## src/design/sske_pkg.sv

```systemverilog
`default_nettype none
package sske_pkg;

    localparam int INPUT_FRACTION_BITS  = 16;
    localparam int OUTPUT_FRACTION_BITS = 32;

    localparam int IN_W   = 32;
    localparam int OUT_W  = 48;
    localparam int QB     = 30;          // polynomial fraction bits
    localparam int Q_W    = 32;          // sp / sd quotient bits
    localparam int ACC_W  = 40;          // Horner accumulator
    localparam int S_W    = 42;          // S and G
    localparam int M_W    = 76;          // G*ri - S*h
    localparam int WDEN_W = 3 * IN_W;    // h*ri*rj
    localparam int GDEN_W = 5 * IN_W;    // h*h*ri*ri*rj
    localparam int SHIFT_W = 3 * INPUT_FRACTION_BITS - QB + OUTPUT_FRACTION_BITS;
    localparam int SHIFT_G = 4 * INPUT_FRACTION_BITS - QB + OUTPUT_FRACTION_BITS;
    localparam int WNUM_W = S_W + SHIFT_W;
    localparam int GNUM_W = M_W + SHIFT_G;
    localparam int QN     = OUT_W + 1;   // final quotient bits
    localparam int POLY_LEN  = 6;
    localparam int GPOLY_LEN = 5;
    localparam int HORNER_STEPS = POLY_LEN - 1;
    localparam int QDEPTH = 4;
    localparam int QPTR_W = 2;

    typedef logic signed [ACC_W-1:0] acc_t;

    localparam logic [32:0]    MAGCAP = 33'h1_FFFF_FFFF;
    localparam logic [Q_W-1:0] QCAP   = 32'h8000_0000;
    localparam logic [64:0]    HALF   = 65'd1 << (QB - 1);
    localparam logic [QN:0]    LIM_POS = (QN + 1)'((64'd1 << (OUT_W - 1)) - 64'd1);
    localparam logic [QN:0]    LIM_NEG = (QN + 1)'(64'd1 << (OUT_W - 1));

    localparam acc_t POLY_C [POLY_LEN] = '{40'sd322122547, -40'sd805306368, 40'sd0,
                                           40'sd1073741824, 40'sd0, 40'sd0};
    localparam acc_t POLY_D [POLY_LEN] = '{-40'sd107374182, 40'sd805306368,
                                           -40'sd2147483648, 40'sd2147483648,
                                           40'sd0, 40'sd0};
    localparam acc_t POLY_GC [GPOLY_LEN] = '{40'sd1610612736, -40'sd3221225472, 40'sd0,
                                             40'sd2147483648, 40'sd0};
    localparam acc_t POLY_GD [GPOLY_LEN] = '{-40'sd536870912, 40'sd3221225472,
                                             -40'sd6442450944, 40'sd4294967296, 40'sd0};
    localparam acc_t K_M01 = -40'sd107374182;
    localparam acc_t K_07  = 40'sd751619277;
    localparam acc_t K_08  = 40'sd858993459;

    typedef enum logic [2:0] {
        REG_INNER,
        REG_MID_C,
        REG_MID_D,
        REG_OUT_C,
        REG_OUT_D,
        REG_FAR
    } region_t;

    typedef struct packed {
        logic [IN_W-1:0] rj;
        logic [IN_W-1:0] ri;
        logic [IN_W-1:0] h;
        logic [IN_W:0]   sum;
        logic [IN_W-1:0] diff;
        logic            sg_neg;
        logic            use_qs;
        logic            use_qd;
        logic            fault;
        region_t         region;
    } item_t;

    typedef struct packed {
        logic full;
        logic empty;
    } q_stat_t;

    typedef struct packed {
        item_t           it;
        logic [IN_W-1:0] rem_s;
        logic [IN_W-1:0] rem_d;
        logic [Q_W-1:0]  quo_s;
        logic [Q_W-1:0]  quo_d;
    } qdiv_t;

    typedef struct packed {
        item_t          it;
        logic [Q_W-1:0] qs;
        logic [Q_W-1:0] qd;
        acc_t cs, ds, gcs, gds, cd, dd, gcd, gdd;
    } hor_t;

    typedef struct packed {
        logic [WDEN_W-1:0] den;
        logic [WNUM_W-1:0] num;
        logic [WDEN_W-1:0] rem;
        logic [QN-1:0]     quo;
        logic              ovf;
        logic              neg;
        logic              fault;
    } divw_t;

    typedef struct packed {
        logic [GDEN_W-1:0] den;
        logic [GNUM_W-1:0] num;
        logic [GDEN_W-1:0] rem;
        logic [QN-1:0]     quo;
        logic              ovf;
        logic              neg;
    } divg_t;

    // rounded Q30 product, multiplicand magnitude capped
    function automatic acc_t fx_mul(input acc_t a, input logic [Q_W-1:0] q);
        logic             neg;
        logic [ACC_W-1:0] m_full;
        logic [32:0]      m;
        logic [Q_W-1:0]   qc;
        logic [64:0]      p;
        logic [34:0]      r;
        neg    = a[ACC_W-1];
        m_full = neg ? -a : a;
        m      = (m_full > ACC_W'(MAGCAP)) ? MAGCAP : m_full[32:0];
        qc     = (q > QCAP) ? QCAP : q;
        p      = 65'(m) * 65'(qc) + HALF;
        r      = 35'(p >> QB);
        fx_mul = neg ? -acc_t'(r) : acc_t'(r);
    endfunction

endpackage
`default_nettype wire

```

## src/design/sske_queue.sv

```systemverilog
`default_nettype none
module sske_queue
    import sske_pkg::*;
(
    input  logic    clk,
    input  logic    rst_n,
    input  logic    push,
    input  item_t   push_item,
    input  logic    pop,
    output item_t   head,
    output q_stat_t q_stat
);

    item_t             mem_reg [QDEPTH];
    logic [QPTR_W-1:0] wr_reg, rd_reg;
    logic [QPTR_W:0]   cnt_reg;
    logic              do_push, do_pop;

    assign q_stat.full  = cnt_reg == (QPTR_W + 1)'(QDEPTH);
    assign q_stat.empty = cnt_reg == '0;
    assign do_push      = push && !q_stat.full;
    assign do_pop       = pop && !q_stat.empty;
    assign head         = mem_reg[rd_reg];

    always_ff @(posedge clk or negedge rst_n)
    begin
        if (!rst_n)
        begin
            wr_reg  <= '0;
            rd_reg  <= '0;
            cnt_reg <= '0;
        end
        else
        begin
            if (do_push)
                wr_reg <= wr_reg + 1'b1;
            if (do_pop)
                rd_reg <= rd_reg + 1'b1;
            if (do_push && !do_pop)
                cnt_reg <= cnt_reg + 1'b1;
            else if (do_pop && !do_push)
                cnt_reg <= cnt_reg - 1'b1;
        end
    end

    always_ff @(posedge clk)
    begin
        if (do_push)
            mem_reg[wr_reg] <= push_item;
    end

endmodule
`default_nettype wire

```

## config.mk

```make
export PLATFORM = sky130hd
export DESIGN_NAME = sske_queue
export DESIGN_NICKNAME = d
export VERILOG_FILES = /design/src/design/sske_pkg.sv /design/src/design/sske_queue.sv
export SDC_FILE = /design/constraint.sdc
export NUM_CORES = 1
export LEC_CHECK = 0
export BUFFER_PORTS_ARGS = -buffer_cell sky130_fd_sc_hd__buf_2
export CORE_ASPECT_RATIO = 0.5
export CORE_MARGIN = 10
export CORE_UTILIZATION = 60
export CTS_CLUSTER_SIZE = 25
export DETAILED_ROUTE_END_ITERATION = 8
export MAX_ROUTING_LAYER = met4
export PLACE_DENSITY = 0.85
export SLEW_MARGIN = 15
export SYNTH_ARGS = -nofsm -noshare
export SYNTH_HDL_FRONTEND = slang
export SYNTH_SLANG_ARGS = --single-unit
```

## constraint.sdc

```tcl
create_clock -name clk -period 16.5 [get_ports clk]
set_input_delay 3.3 -clock clk [delete_from_list [all_inputs] [get_ports clk]]
set_output_delay 3.3 -clock clk [all_outputs]
set_load 0.005 [all_outputs]
```

## Word level (Yosys, flattened, before mapping)

Memory sizes are Yosys's and may differ from the RTL's.
Cells that the tools add are included.

| operators by class | value |
|---|---|
| add/sub/neg operators | 4 |
| multiply operators | 0 |
| divide/modulo/power cells | 0 |
| magnitude comparators | 0 |
| equal/unequal tests | 1 |
| shift operators | 0 |
| multiplexer cells | 4 |
| bitwise operators | 0 |
| reductions and logical operators | 10 |

Operator list:

| kind | number |
|---|---|
| 3-bit 2-to-1 mux | 2 |
| 2-bit by 1-bit adder with 2-bit output, second input constant | 2 |
| 1-bit logical AND | 4 |
| 1-bit logical NOT | 4 |
| 3-bit by 1-bit adder with 3-bit output, second input constant | 1 |
| 3-bit equality test, second input constant | 1 |
| 3-bit logical NOT | 1 |
| 3-bit by 1-bit subtractor with 3-bit output, second input constant | 1 |
| 1-bit 2-to-1 mux | 2 |
| 2-bit nonzero test | 1 |

| word-level totals | value |
|---|---|
| register bits | 7 |
| bits in latches | 0 |
| memory bits (writable) | 672 |
| bits in read-only memories | 0 |
| bits of input ports | 172 |
| output and inout port bits | 170 |
| memories | 1 |

Memory list:

| memory | depth | width | read ports | clocked after Yosys merged registers in | wr ports | line | RTL |
|---|---|---|---|---|---|---|---|
| mem_reg | 4 | 168 | 1 | 0 | 1 | sske_queue.sv:14 | `item_t mem_reg [QDEPTH];` |

## Longest topological paths before layout

| logic depth | value |
|---|---|
| depth in word-level cells | 7 |
| mapped depth | 9 |
| mapped depth without buffers | 8 |

## Worst setup path after synthesis

Ideal clock, no wire load.

| path | value |
|---|---|
| path kind | in2reg |
| from | input port push |
| to | memory mem_reg[0][0] (netlist name) (enable) |
| setup time | 0.548 ns |
| arrival | 7.418 ns |
| data required time | 15.952 ns |
| slack | 8.534 ns |
| cell stages on the path | 3 |
| buffers on the path | 1 |
| path through | nor2b_1 > buf_2 > and2_1 |

| between the ends | value |
|---|---|
| word-level cells in the longest chain between the ends | 3 |

RTL lines:

| item | line | RTL |
|---|---|---|
| from (decl) | sske_queue.sv:7 | `input logic push,` |
| 1-bit logical AND | sske_queue.sv:21 | `assign do_push = push && !q_stat.full;` |
| named net do_push | sske_queue.sv:17 | `logic do_push, do_pop;` |
| 1-bit 2-to-1 mux | sske_queue.sv:48 | `if (do_push)` |
| 1-bit 2-to-1 mux (not written as such) | sske_queue.sv:49 | `mem_reg[wr_reg] <= push_item;` |
| to (decl) | sske_queue.sv:14 |  |

The timed path passes the listed nets, and every way through them passes these cells.

==> impl.org <==
** STA
- Setup slack closes at 9.16 ns.
- On the final layout, the worst clock skew is 0.0230 ns.
- Final Hold Fails :: 0
- Summed over all failing endpoints, the final setup total negative slack is 0 ns.
- Unrepaired setup endpoints after global routing :: false
- Relative max-transition margin :: 28.0%
- Final Cycle Share :: 44.5%
- Maximum clock frequency :: 136 MHz
- The final-report max-slew violation count was 0.
- Across all hold checks on the routed design, the worst slack comes to 0.492 ns.
- Setup violations remaining at the end of the flow were counted as 0.
- The routed design could run at a clock period as short as 7.34 ns.
- Transition time of the tightest slew-check pin :: 1.08 ns

** Clocking
- After clock tree synthesis, the clock-pin slew on the worst setup and hold paths is 0.07 ns.
- After clock tree synthesis, the flow added hold-fix buffers numbering 0.
- Clock latency on the worst-skew pair, taken at its later pin, is 0.59 ns.
- The clock passes through at most 3 buffers.
- The tree is rooted in a sky130_fd_sc_hd__clkbuf_16.
- CTS buffer count :: 55
- Post-CTS Setup Bufs :: 0
- Clock tree from TritonCTS :: yes
- Post-cts gate resize count :: 0
- For this design, the sink count on the clock tree is 679.
- Depth of the CTS H-tree :: 2

** Critical path
- The largest individual stage delay along the critical path comes from the cell sky130_fd_sc_hd__buf_4.
- Startpoint Class :: register
- Counting stages on the worst path, the most repeated cell is sky130_fd_sc_hd__buf_4.
- The startpoint identified for the worst register-to-register timing path is cnt_reg[2]$_DFFE_PN0P_.
- Type of element capturing the critical path :: output pin
- Data on the critical path is required at its endpoint by 13.20 ns.
- The worst setup path is of the reg2out kind.
- Crit-path cells :: buf_4, buf_4, mux4_2, buf_2
- Data arrives at the worst endpoint at 4.04 ns.
- The number of cells on the worst reg-to-reg path is 4.
- In this run the critical register-to-register path is captured at mem_reg[3][96]$_DFFE_PP_.
- The largest single stage delay on the critical path is 0.88 ns.
- Max FO, Critical Path :: 48
- Reg-to-reg setup timing slack :: 13.31 ns

** Synth
- After synthesis, the largest family of logic cells by area is multiplexers.
- After synthesis, the share of flip-flops with an asynchronous set or reset is 1.03%.
- Count of cell types in the netlist :: 20
- Counting every instance in the synthesized netlist gives 914.
- Post-synth design cell area :: 24600 µm²
- Number of flops mapped to enable cells by yosys :: 672
- Mux contribution to synthesized area :: 15.5%
- Adder-Cell Fraction of Synth Area :: 0.335%
- Of the synthesized area, sequential elements account for 82.6%.
- The synthesized netlist devotes 0.213% of its cell area to XOR and XNOR gates.
- Register bit total from synthesis :: 679
- Averaged over all synthesized cells, the footprint is 27.0 µm².
- Post-synth top flop :: sky130_fd_sc_hd__edfxtp_1
- After Yosys synthesis, and, or, nand and nor cells account for 0.234% of the synthesized area.
- Summing the areas of all compound-gate instances in the mapped netlist gives 0% of the synthesized area.
- Nets in the synthesized netlist :: 1092
- Yosys warnings :: 0

** Final layout
- Nets@finish :: 1464
- The top cell types in the final layout, fill and taps aside, are sky130_fd_sc_hd__edfxtp_1, sky130_fd_sc_hd__buf_2, sky130_fd_sc_hd__mux4_2.
- After the flow finishes, the layout carries non-filler instances totaling 1888.
- Final core area utilization :: 70.7%
- Cells with a size suffix above 1 make up 45.4% of the layout.
- Register cell area after layout :: 20400 µm²
- Area growth syn-to-layout :: 16.2%
- Finished Cell Area :: 28600 µm²
- The layout has 2243 filler cells.
- The register with the most flip-flops in the layout has 672 of them.
- Leaving out fill and tap cells, the most frequent cell in the layout is sky130_fd_sc_hd__edfxtp_1.
- Summing all multi-input logic gate instances after layout gives 4010 µm².

** Routing
- For this run, design rule violations remaining after detail routing come to 0.
- Post-detailed-route wirelength per cell :: 29.5 µm
- Across all layers, the routed design uses 11374 vias.
- 1st-pass router iterations :: 4
- After the first detailed-routing iteration, the DRC count stood at 1387.
- After detailed routing, the total wire length is 55.8 mm.
- Post-detailed-route via-to-cell ratio :: 6.02
- Once detail routing completed, the nets flagged for antenna violations numbered 0.

** Pwr
- VDD sags by at most 0.0000989 V.
- Total power after layout :: 5.10 mW
- Power per unit of standard cell area :: 178 nW/µm²
- The analysis attributes to cell leakage a power of 9.68 nW.

** Global route
- Global routing used 22.6% of the available tracks.
- Number of global-route vias before repair :: 12019
- Wire length of the first global-routing pass :: 81.1 mm
- Entering global routing, the biggest net connects 74 pins.
- The number of antenna violations at the first check in global routing is 18.
- Global routing finished with a remaining overflow of 0.

** Place
- Placed cell areas :: 26900 µm²
- Once detailed placement completed, the half-perimeter wirelength came to 32.5 mm.
- At the placement stage, the worst setup path has a slack of 9.74 ns.
- The congestion estimate from routability-driven global placement came to 0.790.
- Port buffering added 341 buffers.
- Once placement completed, the tool counted placed cells totaling 1769.

** Die
- Full die area :: 50100 µm²
- Core region area :: 40500 µm²
- In this run the count of I/O pins placed on the die edge is 342.
- The initial utilization of the core area, before any placement, comes to 60.9%.
- Count of standard-cell rows :: 52
- Die X :: 307 µm
- Measured along the y axis, the die boundary spans 163 µm.

** Hold path
- Instance count along the most critical hold path :: 1
- Worst hold endpoint :: cnt_reg[2]$_DFFE_PN0P_
- Hold path start :: cnt_reg[2]$_DFFE_PN0P_
- The min-delay analysis places its worst path in the category reg2reg.

** Status
- The flow ran to the end, and the final reports show no timing, DRC or antenna violations.

** Run
- Maximum Capacitance Violations :: 0
==> area by class of cell <==
class                           count  area share, %
Antenna cell                       18          0.157
Clock buffer                       68           5.05
Clock inverter                     33          0.922
Inverter                            4         0.0525
Multi-Input combinational cell    192           14.0
Sequential cell                   679           71.1
Tap cell                          540           2.36
Timing Repair Buffer              354           6.30
==> routing by layer <==
metal  wire length [µm]  GRT usage (%)
met5                  0              -
met4               2670           10.4
met3               2590           3.61
met2              31700           40.6
met1              18800           24.7
==> power breakdown <==
group / internal (mW) / switching [mW] / total, mW
clock network: 0.685 / 0.584 / 1.27
logic: 0.660 / 0.762 / 1.42
registers: 2.28 / 0.128 / 2.41
total: 3.63 / 1.47 / 5.10
==> cells by family (layout without fill, tap and decap cells) <==
family | Yosys count | count (layout)
AND/OR/NAND/NOR | 10 | 10
multiplexers | 170 | 170
XOR/XNOR | 6 | 6
flip-flops | 679 | 679
other | 0 | 18
buffers and inverters | 43 | 459
adder cells (fa/ha/maj) | 6 | 6
==> critical path: cells and delay by family, from the launching register on <==
kind / cells / cell delay (ns)
muxes: 1 / 0.67
DFF: 1 / 0.84
buffers and inverters: 3 / 1.82
==> how the worst max path moves through the flow <==
stage / startpoint / end
floorplan: push / mem_reg[0][0]$_DFFE_PP_
global placement: rd_reg[0]$_DFFE_PN0P_ / head[32]
detailed placement: rd_reg[0]$_DFFE_PN0P_ / head[41]
global route: rd_reg[0]$_DFFE_PN0P_ / head[41]
CTS: rd_reg[0]$_DFFE_PN0P_ / head[25]
finish: rd_reg[0]$_DFFE_PN0P_ / head[41]
==> cell usage after synthesis (2+ instances only) <==
cell type / number / area (µm²)
sky130_fd_sc_hd__and2_1: 4 / 25.0
sky130_fd_sc_hd__buf_2: 21 / 105
sky130_fd_sc_hd__buf_6: 12 / 135
sky130_fd_sc_hd__clkbuf_1: 5 / 18.8
sky130_fd_sc_hd__dfrtp_1: 7 / 175
sky130_fd_sc_hd__edfxtp_1: 672 / 20200
sky130_fd_sc_hd__ha_1: 5 / 62.6
sky130_fd_sc_hd__inv_1: 4 / 15.0
sky130_fd_sc_hd__mux2_2: 2 / 22.5
sky130_fd_sc_hd__mux4_2: 168 / 3780
sky130_fd_sc_hd__xnor2_1: 4 / 35.0
sky130_fd_sc_hd__xor2_1: 2 / 17.5
No activity file was read; power rests on OpenSTA's default activity.
