**src/design/sske_pkg.sv**
```systemverilog
`default_nettype none
package sske_pkg;

    localparam int INPUT_FRACTION_BITS  = 16;
    localparam int OUTPUT_FRACTION_BITS = 32;

    localparam int IN_W   = 32;
    localparam int OUT_W  = 48;
    localparam int QB     = 30;          // polynomial fraction bits
    localparam int Q_W    = 32;          // sp / sd quotient bits
    localparam int ACC_W  = 40;          // Horner accumulator
    localparam int S_W    = 42;          // S and G
    localparam int M_W    = 76;          // G*ri - S*h
    localparam int WDEN_W = 3 * IN_W;    // h*ri*rj
    localparam int GDEN_W = 5 * IN_W;    // h*h*ri*ri*rj
    localparam int SHIFT_W = 3 * INPUT_FRACTION_BITS - QB + OUTPUT_FRACTION_BITS;
    localparam int SHIFT_G = 4 * INPUT_FRACTION_BITS - QB + OUTPUT_FRACTION_BITS;
    localparam int WNUM_W = S_W + SHIFT_W;
    localparam int GNUM_W = M_W + SHIFT_G;
    localparam int QN     = OUT_W + 1;   // final quotient bits
    localparam int POLY_LEN  = 6;
    localparam int GPOLY_LEN = 5;
    localparam int HORNER_STEPS = POLY_LEN - 1;
    localparam int QDEPTH = 4;
    localparam int QPTR_W = 2;

    typedef logic signed [ACC_W-1:0] acc_t;

    localparam logic [32:0]    MAGCAP = 33'h1_FFFF_FFFF;
    localparam logic [Q_W-1:0] QCAP   = 32'h8000_0000;
    localparam logic [64:0]    HALF   = 65'd1 << (QB - 1);
    localparam logic [QN:0]    LIM_POS = (QN + 1)'((64'd1 << (OUT_W - 1)) - 64'd1);
    localparam logic [QN:0]    LIM_NEG = (QN + 1)'(64'd1 << (OUT_W - 1));

    localparam acc_t POLY_C [POLY_LEN] = '{40'sd322122547, -40'sd805306368, 40'sd0,
                                           40'sd1073741824, 40'sd0, 40'sd0};
    localparam acc_t POLY_D [POLY_LEN] = '{-40'sd107374182, 40'sd805306368,
                                           -40'sd2147483648, 40'sd2147483648,
                                           40'sd0, 40'sd0};
    localparam acc_t POLY_GC [GPOLY_LEN] = '{40'sd1610612736, -40'sd3221225472, 40'sd0,
                                             40'sd2147483648, 40'sd0};
    localparam acc_t POLY_GD [GPOLY_LEN] = '{-40'sd536870912, 40'sd3221225472,
                                             -40'sd6442450944, 40'sd4294967296, 40'sd0};
    localparam acc_t K_M01 = -40'sd107374182;
    localparam acc_t K_07  = 40'sd751619277;
    localparam acc_t K_08  = 40'sd858993459;

    typedef enum logic [2:0] {
        REG_INNER,
        REG_MID_C,
        REG_MID_D,
        REG_OUT_C,
        REG_OUT_D,
        REG_FAR
    } region_t;

    typedef struct packed {
        logic [IN_W-1:0] rj;
        logic [IN_W-1:0] ri;
        logic [IN_W-1:0] h;
        logic [IN_W:0]   sum;
        logic [IN_W-1:0] diff;
        logic            sg_neg;
        logic            use_qs;
        logic            use_qd;
        logic            fault;
        region_t         region;
    } item_t;

    typedef struct packed {
        logic full;
        logic empty;
    } q_stat_t;

    typedef struct packed {
        item_t           it;
        logic [IN_W-1:0] rem_s;
        logic [IN_W-1:0] rem_d;
        logic [Q_W-1:0]  quo_s;
        logic [Q_W-1:0]  quo_d;
    } qdiv_t;

    typedef struct packed {
        item_t          it;
        logic [Q_W-1:0] qs;
        logic [Q_W-1:0] qd;
        acc_t cs, ds, gcs, gds, cd, dd, gcd, gdd;
    } hor_t;

    typedef struct packed {
        logic [WDEN_W-1:0] den;
        logic [WNUM_W-1:0] num;
        logic [WDEN_W-1:0] rem;
        logic [QN-1:0]     quo;
        logic              ovf;
        logic              neg;
        logic              fault;
    } divw_t;

    typedef struct packed {
        logic [GDEN_W-1:0] den;
        logic [GNUM_W-1:0] num;
        logic [GDEN_W-1:0] rem;
        logic [QN-1:0]     quo;
        logic              ovf;
        logic              neg;
    } divg_t;

    // rounded Q30 product, multiplicand magnitude capped
    function automatic acc_t fx_mul(input acc_t a, input logic [Q_W-1:0] q);
        logic             neg;
        logic [ACC_W-1:0] m_full;
        logic [32:0]      m;
        logic [Q_W-1:0]   qc;
        logic [64:0]      p;
        logic [34:0]      r;
        neg    = a[ACC_W-1];
        m_full = neg ? -a : a;
        m      = (m_full > ACC_W'(MAGCAP)) ? MAGCAP : m_full[32:0];
        qc     = (q > QCAP) ? QCAP : q;
        p      = 65'(m) * 65'(qc) + HALF;
        r      = 35'(p >> QB);
        fx_mul = neg ? -acc_t'(r) : acc_t'(r);
    endfunction

endpackage
`default_nettype wire

```
**src/design/sske_front.sv**
```systemverilog
`default_nettype none
module sske_front
    import sske_pkg::*;
(
    input  logic                 clk,
    input  logic                 rst_n,
    input  logic                 s_axis_tvalid,
    output logic                 s_axis_tready,
    input  logic [3*IN_W-1:0]    s_axis_tdata,
    input  q_stat_t              q_stat,
    output logic                 push,
    output item_t                push_item
);

    logic            fv_reg;
    item_t           item_reg;
    item_t           item_next;
    logic [IN_W-1:0] rj, ri, h;
    logic [IN_W:0]   h2;

    always_comb
    begin
        rj = s_axis_tdata[IN_W-1:0];
        ri = s_axis_tdata[2*IN_W-1:IN_W];
        h  = s_axis_tdata[3*IN_W-1:2*IN_W];
        h2 = {h, 1'b0};
        item_next.rj     = rj;
        item_next.ri     = ri;
        item_next.h      = h;
        item_next.sum    = {1'b0, rj} + {1'b0, ri};
        item_next.diff   = (ri >= rj) ? ri - rj : rj - ri;
        item_next.sg_neg = ri < rj;
        item_next.use_qs = item_next.sum <= h2;
        item_next.use_qd = {1'b0, item_next.diff} < h2;
        item_next.fault  = (h == '0) || (ri == '0) || (rj == '0);
        if (item_next.sum <= {1'b0, h})
            item_next.region = REG_INNER;
        else if (item_next.sum <= h2)
            item_next.region = (item_next.diff < h) ? REG_MID_C : REG_MID_D;
        else if (item_next.diff < h)
            item_next.region = REG_OUT_C;
        else if ({1'b0, item_next.diff} < h2)
            item_next.region = REG_OUT_D;
        else
            item_next.region = REG_FAR;
    end

    assign push          = fv_reg && !q_stat.full;
    assign s_axis_tready = !fv_reg || !q_stat.full;
    assign push_item     = item_reg;

    always_ff @(posedge clk or negedge rst_n)
    begin
        if (!rst_n)
            fv_reg <= 1'b0;
        else if (s_axis_tready)
            fv_reg <= s_axis_tvalid;
    end

    always_ff @(posedge clk)
    begin
        if (s_axis_tready && s_axis_tvalid)
            item_reg <= item_next;
    end

endmodule
`default_nettype wire

```
**config.mk**
```make
export PLATFORM = sky130hd
export DESIGN_NAME = sske_front
export DESIGN_NICKNAME = d
export VERILOG_FILES = /design/src/design/sske_pkg.sv /design/src/design/sske_front.sv
export SDC_FILE = /design/constraint.sdc
export NUM_CORES = 1
export LEC_CHECK = 0
export BUFFER_PORTS_ARGS = -buffer_cell sky130_fd_sc_hd__buf_2
export CAP_MARGIN = 20
export CORE_MARGIN = 5
export CORE_UTILIZATION = 40
export DETAILED_ROUTE_END_ITERATION = 6
export PLACE_DENSITY = 0.69
export SETUP_SLACK_MARGIN = 0.15
export SLEW_MARGIN = 20
export SYNTH_ARGS = -nofsm -noshare
export SYNTH_HDL_FRONTEND = slang
export SYNTH_SLANG_ARGS = --single-unit
```
**constraint.sdc**
```tcl
create_clock -name clk -period 5.1 [get_ports clk]
set_input_delay 1.02 -clock clk [delete_from_list [all_inputs] [get_ports clk]]
set_output_delay 1.02 -clock clk [all_outputs]
set_load 0.01 [all_outputs]
```
# After elaboration in Yosys (flattened, before gate mapping)
# Index checks and enable logic that the tools add are counted.
# Widths: inputs -> output; s select.
# word_totals
register_bits	169
in_bits	101
# op_classes
magnitude_cmp	6
reduce_logical	10
add_sub_neg	3
n_mux	5
# op_table
cell	count
$logic_not 32->1	3
$lt 32x32->1	2
$sub 32x32->32	2
$add 32x32->33	1
$le 33x32->1	1
$le 33x33->1	1
$lt 32x33->1	1
$ge 32x32->1	1
$mux 32	1
$mux 3	2
$logic_or 1x1->1	3
$logic_and 1x1->1	2
$logic_not 1->1	2
$mux 2	1
$mux 1	1

# Logic depth before layout (Yosys ltp)
# Gate-level depths: netlist (run 1).
# depth
ltp_word	6
ltp_mapped	25
ltp_nobuf	23

# Least setup slack after synthesis (run 1)
# Ideal clock, no wire load.
# synth_timing
kind	input -> register
start	input port s_axis_tdata[32]
end	register item_reg (netlist bit push_item[4]) (data pin)
arrival_ns	5.318
stages	19
path_slack_ns	-0.477
path_cell_list	inv_1 -> ha_1 -> inv_1 -> fa_1 -> a211oi_4 -> o21a_1 -> nor3_1 -> or3_1 -> a311o_1 -> buf_6 -> or4_4 -> a31oi_2 -> xnor2_1 -> ha_1 -> nand4_1 -> or4_1 -> nor4_1 -> o2111ai_1 -> and3_1
# synth_rtl
item	line_no	source
start: declaration	sske_front.sv:9	input logic [3*IN_W-1:0] s_axis_tdata,
end signal: assignment	sske_front.sv:63	item_reg <= item_next;
end: declaration	sske_front.sv:16	item_t item_reg;

==> results of run 1 <==
==> report_power, final <==
part	switching, mW	total (mW)	internal (mW)
Clock	0.617	1.30	0.683
Combinational	1.36	2.52	1.16
Sequential	0.0317	1.72	1.69
==> layout by cell type, fill, tap and decap left out, types with 5 or more instances in the layout <==
cell and n:
a211o_1 6, a211oi_1 8, a21o_1 42, a21oi_1 127, a21oi_2 8, a31oi_1 5
and3_1 5, buf_2 268, buf_4 382, clkbuf_16 17, edfxtp_1 167, ha_1 213
ha_4 5, inv_1 128, inv_6 5, mux2i_1 8, nand2_1 51, nand2b_1 11
nand3_1 21, nand4_1 35, nor2_1 87, nor2b_1 17, nor3_1 22, nor3_2 5
nor4_1 29, o211ai_1 9, o21a_1 9, o21ai_0 49, o21ai_1 16, o21bai_1 25
o31ai_1 8, xnor2_1 41, xnor2_2 10, xor2_1 6
==> logic make-up after synthesis <==
| kind of cell | Yosys count | synth area share [%] |
|---|---|---|
| AOI/OAI and AO/OA | 379 | 18.4 |
| xor gates and xnor gates | 59 | 3.91 |
| adders and majority gates | 223 | 21.3 |
| buffers and inverters | 173 | 5.14 |
| DFF | 168 | 38.1 |
| muxes | 13 | 1.06 |
| and+or+nand+nor | 316 | 12.0 |
==> area by class of cell <==
cell class              instances  area share, %
clock inverters                14          0.713
well taps                     442           2.92
repair buffers                655           22.6
inverters                     133           2.72
clock buffers                  18           2.26
flip-flops and latches        168           26.6
multi-input cells             990           42.2
==> how the worst min path moves through the flow <==
stage                 from     end  slack, ns  cells past startpoint
CTS                  rst_n  fv_reg       0.30                      1
global placement    fv_reg  fv_reg       0.49                      2
finish               rst_n  fv_reg       0.32                      1
global route         rst_n  fv_reg       0.31                      1
detailed placement  fv_reg  fv_reg       0.51                      2
floorplan           fv_reg  fv_reg       0.53                      2
==> what timing repair did <==
action	CTS	global route
endpoints found under the setup margin	5	5
resized for setup	32	65
pin swaps	14	34
buffers inserted	4	11
==> routing by layer <==
metal | track usage [%] | up-vias | wire [µm]
li1 | - | 6215 | -
met1 | 39.0 | 6251 | 23400
met2 | 42.6 | 474 | 22600
met3 | 3.27 | 67 | 3120
met4 | 9.48 | 0 | 1550
met5 | 0 | - | 0
==> metrics by stage <==
stage               cell area, µm²  power [mW]  hold slack, ns
floorplan                    13300        2.93           0.534
detailed placement           17800        4.10           0.514
finish                       18900        5.54           0.321
CTS                          18600        5.45           0.298
global route                 18900        5.85           0.310
global placement             17800        4.06           0.487
==> out/qor.yml, run 1 <==
status: "finished with violations"
violations: "negative setup slack"
crit_path_end_kind: "register"
cts-buffers-inserted: 17
grt_pass1_vias: 13200
hold_viol: 0
reg2regPathDepth: 3
gp_congestion: 1.00
grt_max_degree: 168
ctsLongestPathBuffers: 2
yosys_warnings: 0
leakage_nw: 8.95
grt.overflow.total: 0
ios: 271
regToRegSetupSlack_ns: 3.31
crit_path_start: "s_axis_tdata[32]"
cts_root_buf: "clkbuf_16"
dr_total_vias: 13000
detail_route.iter0.violations: 1054
rows: 66
yosysSeqAreaShare_pct: 38.1
firstDrtPassIters: 5
syn_avg_cell_area_um2: 9.93
layout.nets: 2289
drv_cap: 0
synth_edf_count: 167
drc: 0
yosys_most_used_dff: "edfxtp_1"
fillers: 2904
tightest_slew_ns: 0.964
yosysTopAreaCellShare_pct: 37.9
worstSetupEndpoint: "push_item[1]"
path_buf_inv: 4
power.density_nw_per_um2: 293
setup_slack_ns: -0.229
floorplan.initialDensity_pct: 40.5
dpl.cell_count: 2373
crit_top_cell: "a211o_1"
worstPathArrival_ns: 5.54
final_cells: 2420
grt_pass1_wl_um: 76400
detail-route-antenna-nets: 0
irDropWorstVdd_uv: 261
largest_register_ffs: 167
pre_cts_slack_ns: -0.956
layout-drive-gt1-share_pct: 39.4
synthCells: 1331
async_reset_ff_share_pct: 0.595
regArea_um2: 5040
dp_hpwl_um: 42000
finish.utilization_pct: 58.1
synth_area_leader_cell: "edfxtp_1"
cts_sinks: 168
die_height_um: 192
clock_skew_ns: 0.00888
period_needed_ns: 5.33
syn2layout_area_growth_pct: 43.4
cts.clk_slew.worst_paths_ns: 0.07
die-area_um2: 36800
vias_per_cell: 5.37
cts_tree: "yes"
synth_common_cells: "ha_1 (220), edfxtp_1 (167), a21oi_1 (136)"
core_um2: 32600
hold_buffers: 0
synth_nets: 1655
antenna_found_initial: 0
rsz0062_at_grt: "true"
worst_setup_path_start_kind: "input port"
worst_hold_path_type: "in -> async"
cp.depth: 23
port_buffers: 269
multi_input_area_um2: 7990
synthTopCellsByArea: "edfxtp_1 (38%), ha_1 (21%), a21oi_1 (5.2%)"
finalSetupViolations: 4
max_stage_delay_ns: 0.44
synth_most_common_cell: "ha_1"
cp_top_family: "compound AO/OA/AOI/OAI gates"
synth_seq_cells: 168
required_ns: 5.31
synthesis.area_um2: 13200
maxSlewViolCount: 0
wirelength_um: 50700
tns_ns: -0.823
r2r_end: "push_item[106]"
fin_crit_sh_pct: 104
cp_max_fo: 8
wire_per_inst_um: 20.9
htreeDepth: 4
clock_latency_ns: 0.47
critPathKind: "in -> reg"
clock.fmax_mhz: 188
die_w_um: 192
max_slew_margin_pct: 35.7
antennaDiodeCount: 0
r2r-start: "fv_reg"
grt.total_usage_pct: 27.2
synth_cell_types: 73
crit_path_cell_trace: "buf_12 -> inv_12 -> ha_4 -> inv_2 -> fa_2 -> a211oi_4 -> o21a_1 -> nor3_1 -> or3_1 -> a311o_2 -> buf_6 -> mux2_4 -> o32a_1 -> xnor2_2 -> ha_1 -> nand4_1 -> nor3_2 -> nand2_1 -> o211ai_1 -> a211o_1 -> a211o_1 -> xor2_1 -> nor2_1"
slowest_stage: "a311o_2"
Note: power is estimated with default switching activity, not from simulation.
==> run 2: changes to the inputs <==
Settings changed: PLACE_DENSITY 0.69 to not set.
Clock period 5.1 ns to 6.85 ns, I/O delays scaled along.
==> run 2 against run 1 <==
  * The flow now finishes without violations
  * Non-clock buffer count shrank 259
  * Via count fell by 8.8%
  * First-iteration DRC count up 1.1%
  * Design area decreased by 13%
  * Worst hold slack gained 0.19 ns
==> out/qor.yml, run 2 (synthesized netlist as in run 1, its figures left out) <==
clock.fmax_mhz: 158
firstDrtPassIters: 5
fin_area_um2: 16500
antenna_found_initial: 0
r2r_end: "push_item[101]"
detail_route.iter0.violations: 1066
final_cell_mix: "buf_2 (269), ha_1 (220), edfxtp_1 (167), a21oi_1 (136), inv_1 (132)"
swShare_pct: 36.1
grt.total_usage_pct: 23.8
dp_hpwl_um: 37100
htreeDepth: 4
grt_max_degree: 70
power.density_nw_per_um2: 227
switchingPower_mw: 1.35
regToRegSetupSlack_ns: 4.47
cts_sinks: 168
worstPathArrival_ns: 6.62
cts_resized: 0
finalPower_mw: 3.74
reg2regPathDepth: 3
drv_cap: 0
grt_pass1_vias: 11600
crit_path_start: "s_axis_tdata[32]"
hold_viol: 0
worstSetupEndpoint: "push_item[0]"
grt.overflow.total: 0
antennaDiodeCount: 0
required_ns: 7.15
seqPwrFrac_pct: 34.3
dpl.cell_count: 2129
worst_setup_path_start_kind: "input port"
die-area_um2: 36800
cts_setup_buffers: 0
worst_hold_path_type: "reg -> reg"
maxSlewViolCount: 0
hold_buffers: 0
final_common_cell: "buf_2"
ios: 271
largest_register_ffs: 167
clock_latency_ns: 0.46
max_slew_margin_pct: 44.1
gp_congestion: 0.986
max_stage_delay_ns: 0.55
syn2layout_area_growth_pct: 24.5
hold_ws_ns: 0.507
layout.nets: 2030
placed_cell_area_um2: 15900
port_buffers: 269
wire_per_inst_um: 20.6
cts_tree: "yes"
fin_crit_sh_pct: 92.3
pre_cts_slack_ns: 0.0751
pwr-share-comb_pct: 40.4
rows: 66
finish.utilization_pct: 50.5
rsz0062_at_grt: "false"
detail-route-antenna-nets: 0
floorplan.initialDensity_pct: 40.5
clock_power_share_pct: 25.3
crit_path_end_kind: "register"
cts.clk_slew.worst_paths_ns: 0.06
internal-power_mw: 2.39
r2r-start: "fv_reg"
wirelength_um: 44400
status: "complete, no violations"
leakage_nw: 7.56
die_height_um: 192
drc: 0
die_w_um: 192
finalSetupViolations: 0
period_needed_ns: 6.32
grt_pass1_wl_um: 66400
critPathKind: "in -> reg"
setup_slack_ns: 0.530
dr_total_vias: 11900
layout-drive-gt1-share_pct: 25.8
clock_skew_ns: 0.0118
final_cells: 2161
slowest_stage: "or4_4"
cts_root_buf: "clkbuf_16"
cts-buffers-inserted: 17
crit_path_cell_trace: "buf_2 -> inv_1 -> ha_1 -> inv_1 -> fa_1 -> a211oi_4 -> o21a_1 -> nor3_1 -> or3_1 -> a311o_2 -> buf_4 -> or4_4 -> a31oi_2 -> xnor2_1 -> ha_1 -> nand4_1 -> or4_1 -> nor4_1 -> buf_4 -> o2111ai_1 -> and3_1 -> o22ai_1"
irDropWorstVdd_uv: 188
tightest_slew_ns: 0.839
cp_max_fo: 7
core_um2: 32600
vias_per_cell: 5.49
ctsLongestPathBuffers: 2
tns_ns: 0
[run 2: cell types whose count changed in the layout (fill, tap and decap cells not counted), moves of 8 or more]
| cell | previous run | this run |
|---|---|---|
| buf_4 | 382 | 126 |
| o21ai_0 | 49 | 68 |
| o21ai_1 | 16 | 0 |
| xnor2_1 | 41 | 52 |
| xnor2_2 | 10 | 0 |
| a21oi_1 | 127 | 136 |
| a21oi_2 | 8 | 0 |
[run 2: layout make-up]
class	instances	area (µm²)
multi-input combinational	990	7500
clock buffer	19	433
fill	3051	16200
tap	442	553
timing repair buffer	396	2310
inverter	133	499
sequential	168	5040
clock inverter	13	121
[run 2: how the worst min path moves through the flow]
stage	cells after the start	start	to	slack (ns)
after floorplan	2	fv_reg	fv_reg	0.53
after global placement	2	fv_reg	fv_reg	0.49
after detailed placement	2	fv_reg	fv_reg	0.50
after CTS	2	fv_reg	fv_reg	0.51
after global routing	2	fv_reg	fv_reg	0.58
final	2	fv_reg	fv_reg	0.51
[run 2: critical path, delay by kind of cell]
kind	cells	cell delay, ns
AO/OA/AOI/OAI	6	1.41
XOR/XNOR	1	0.16
adder cells (fa/ha/maj)	3	0.91
AND/OR/NAND/NOR	7	2.15
buffers and inverters	5	0.58
[run 2: per-layer routing]
metal  GRT usage (%)  vias to the layer above  part of all wire [%]
met1            33.5                     5607                    45
met3            4.00                       63                   7.5
met2            37.3                      481                    45
met4            8.15                        0                   2.7
met5               0                        -                     0
li1                -                     5706                     -
[run 2: power groups by stage]
stage | Sequential [mW] | Clock [mW] | Combinational [mW]
after floorplan | 1.35 | 0 | 0.813
after global placement | 1.30 | 0 | 1.46
after detailed placement | 1.30 | 0 | 1.49
after CTS | 1.28 | 0.962 | 1.50
after global routing | 1.29 | 1.00 | 1.67
final | 1.28 | 0.946 | 1.51
==> run 3: changes to the inputs <==
Settings changed: CORE_ASPECT_RATIO set to 0.75.
Clock period 6.85 ns to 7.9 ns, I/O delays scaled along.
==> run 3 against run 2 <==
  * Routed wire length is 2.7% higher
  * Total power is 14% lower
  * Worst hold slack gained 0.056 ns
  * Flip-flop and latch count did not move
  * Critical path depth increased by 2
  * Sequential share of layout area is 1.3 points higher
  * Clock power decreased by 7.1%
  * Critical endpoint is now push_item[2]
==> out/qor.yml, run 3 (synthesized netlist as in run 1, its figures left out) <==
drv_cap: 0
floorplan.initialDensity_pct: 40.6
leakage_nw: 7.13
drc: 0
max_slew_margin_pct: 32.8
r2r_end: "push_item[120]"
port_buffers: 269
cts.clk_slew.worst_paths_ns: 0.07
clock_power_share_pct: 27.3
dr_total_vias: 11500
critPathKind: "in -> reg"
rsz0062_at_grt: "false"
firstDrtPassIters: 5
grt_max_degree: 80
required_ns: 8.08
die_w_um: 220
layout-drive-gt1-share_pct: 21.6
grt.overflow.total: 0
crit_path_cell_trace: "buf_2 -> inv_1 -> ha_1 -> inv_1 -> fa_1 -> a211oi_4 -> o21a_1 -> nor3_1 -> or3_1 -> a311o_2 -> mux2_2 -> a22oi_1 -> buf_4 -> o31ai_1 -> xor2_1 -> ha_1 -> a21o_1 -> a21o_1 -> a21oi_1 -> nor2b_1 -> o21ai_0 -> a21oi_1 -> a211o_1 -> nor3b_1"
fin_crit_sh_pct: 86.3
cts_tree: "yes"
seqPwrFrac_pct: 34.4
worst_hold_path_type: "reg -> reg"
hold_viol: 0
detail-route-antenna-nets: 0
ios: 271
internal-power_mw: 2.03
core_um2: 32500
clock_skew_ns: 0.0120
grt_pass1_wl_um: 68600
cts-buffers-inserted: 17
cts_resized: 0
cp_max_fo: 21
reg2regPathDepth: 3
tightest_slew_ns: 1.01
wire_per_inst_um: 22.1
rows: 57
power.density_nw_per_um2: 204
regToRegSetupSlack_ns: 5.82
largest_register_ffs: 167
irDropWorstVdd_uv: 129
hold-path-cell-count: 2
switchingPower_mw: 1.19
cts_root_buf: "clkbuf_16"
status: "complete, no violations"
finalSetupViolations: 0
period_needed_ns: 6.82
gp_congestion: 0.909
pwr-share-comb_pct: 38.3
worstPathArrival_ns: 6.99
hold_buffers: 0
r2r-start: "fv_reg"
max_stage_delay_ns: 0.57
htreeDepth: 4
ctsLongestPathBuffers: 2
grt.total_usage_pct: 24.4
maxSlewViolCount: 0
tns_ns: 0
dp_hpwl_um: 37600
antennaDiodeCount: 0
vias_per_cell: 5.58
syn2layout_area_growth_pct: 19.4
cts_sinks: 168
swShare_pct: 37.1
clock_latency_ns: 0.47
hp-start: "fv_reg"
layout.nets: 1937
slowest_stage: "a311o_2"
hold_end: "fv_reg"
wirelength_um: 45700
crit_path_end_kind: "register"
die-area_um2: 36800
worst_setup_path_start_kind: "input port"
detail_route.iter0.violations: 1038
finish.utilization_pct: 48.5
grt_pass1_vias: 11200
final_common_cell: "buf_2"
final_cell_mix: "buf_2 (269), ha_1 (220), edfxtp_1 (167), a21oi_1 (136), inv_1 (132)"
path_buf_inv: 4
clock.fmax_mhz: 147
cp_top_family: "compound AO/OA/AOI/OAI gates"
antenna_found_initial: 0
cts_setup_buffers: 0
die_height_um: 167
run 3: how the worst max path moves through the flow:
stage                           startpoint      endpoint  slack (ns)  cells after the start
final                     s_axis_tdata[32]  push_item[2]        1.08                     24
after floorplan           s_axis_tdata[32]  push_item[4]        1.76                     19
after detailed placement  s_axis_tdata[32]  push_item[0]        0.68                     23
after CTS                 s_axis_tdata[32]  push_item[0]        1.16                     23
after global routing       s_axis_tdata[0]  push_item[0]        0.89                     22
after global placement    s_axis_tdata[32]  push_item[4]        0.70                     22
run 3: area by class of cell:
cell class	count	area [µm²]
Multi-Input combinational cell	990	7500
Timing Repair Buffer	303	1600
Tap cell	442	553
Sequential cell	168	5040
Clock buffer	18	429
Fill cell	3092	16700
Clock inverter	14	163
Inverter	133	499
run 3: worst min-delay path, cell delays in order, from the launching register on:
cell	delay [ns]
dfrtp_1	0.35
nand2_1	0.09
nand2b_1	0.09
run 3: per-layer routing:
metal  vias to the layer above  track usage (%)  wire (µm)
met1                      5540             37.4      22200
met3                        28             5.90       3910
met4                         0             4.85        628
met5                         -                0          0
li1                       5504                -          -
met2                       475             35.1      18900
run 3: through the flow:
stage	power (mW)	cell area (µm²)	setup WS, ns	std cells	hold WS [ns]
2_1_floorplan	1.88	13200	1.76	1331	0.535
3_3_place_gp	2.32	15200	0.699	2036	0.504
3_5_place_dp	2.34	15200	0.680	2036	0.561
4_1_cts	3.22	15800	1.16	2068	0.579
5_1_grt	3.41	15800	0.885	2068	0.613
6_report	3.22	15800	1.08	2068	0.563
run 3: power by group through the flow:
stage                     clock network [mW]  registers (mW)  logic [mW]
after floorplan                            0            1.17       0.705
after global placement                     0            1.13        1.19
after detailed placement                   0            1.13        1.21
after CTS                              0.894            1.11        1.22
after global routing                   0.937            1.12        1.36
final                                  0.879            1.11        1.23
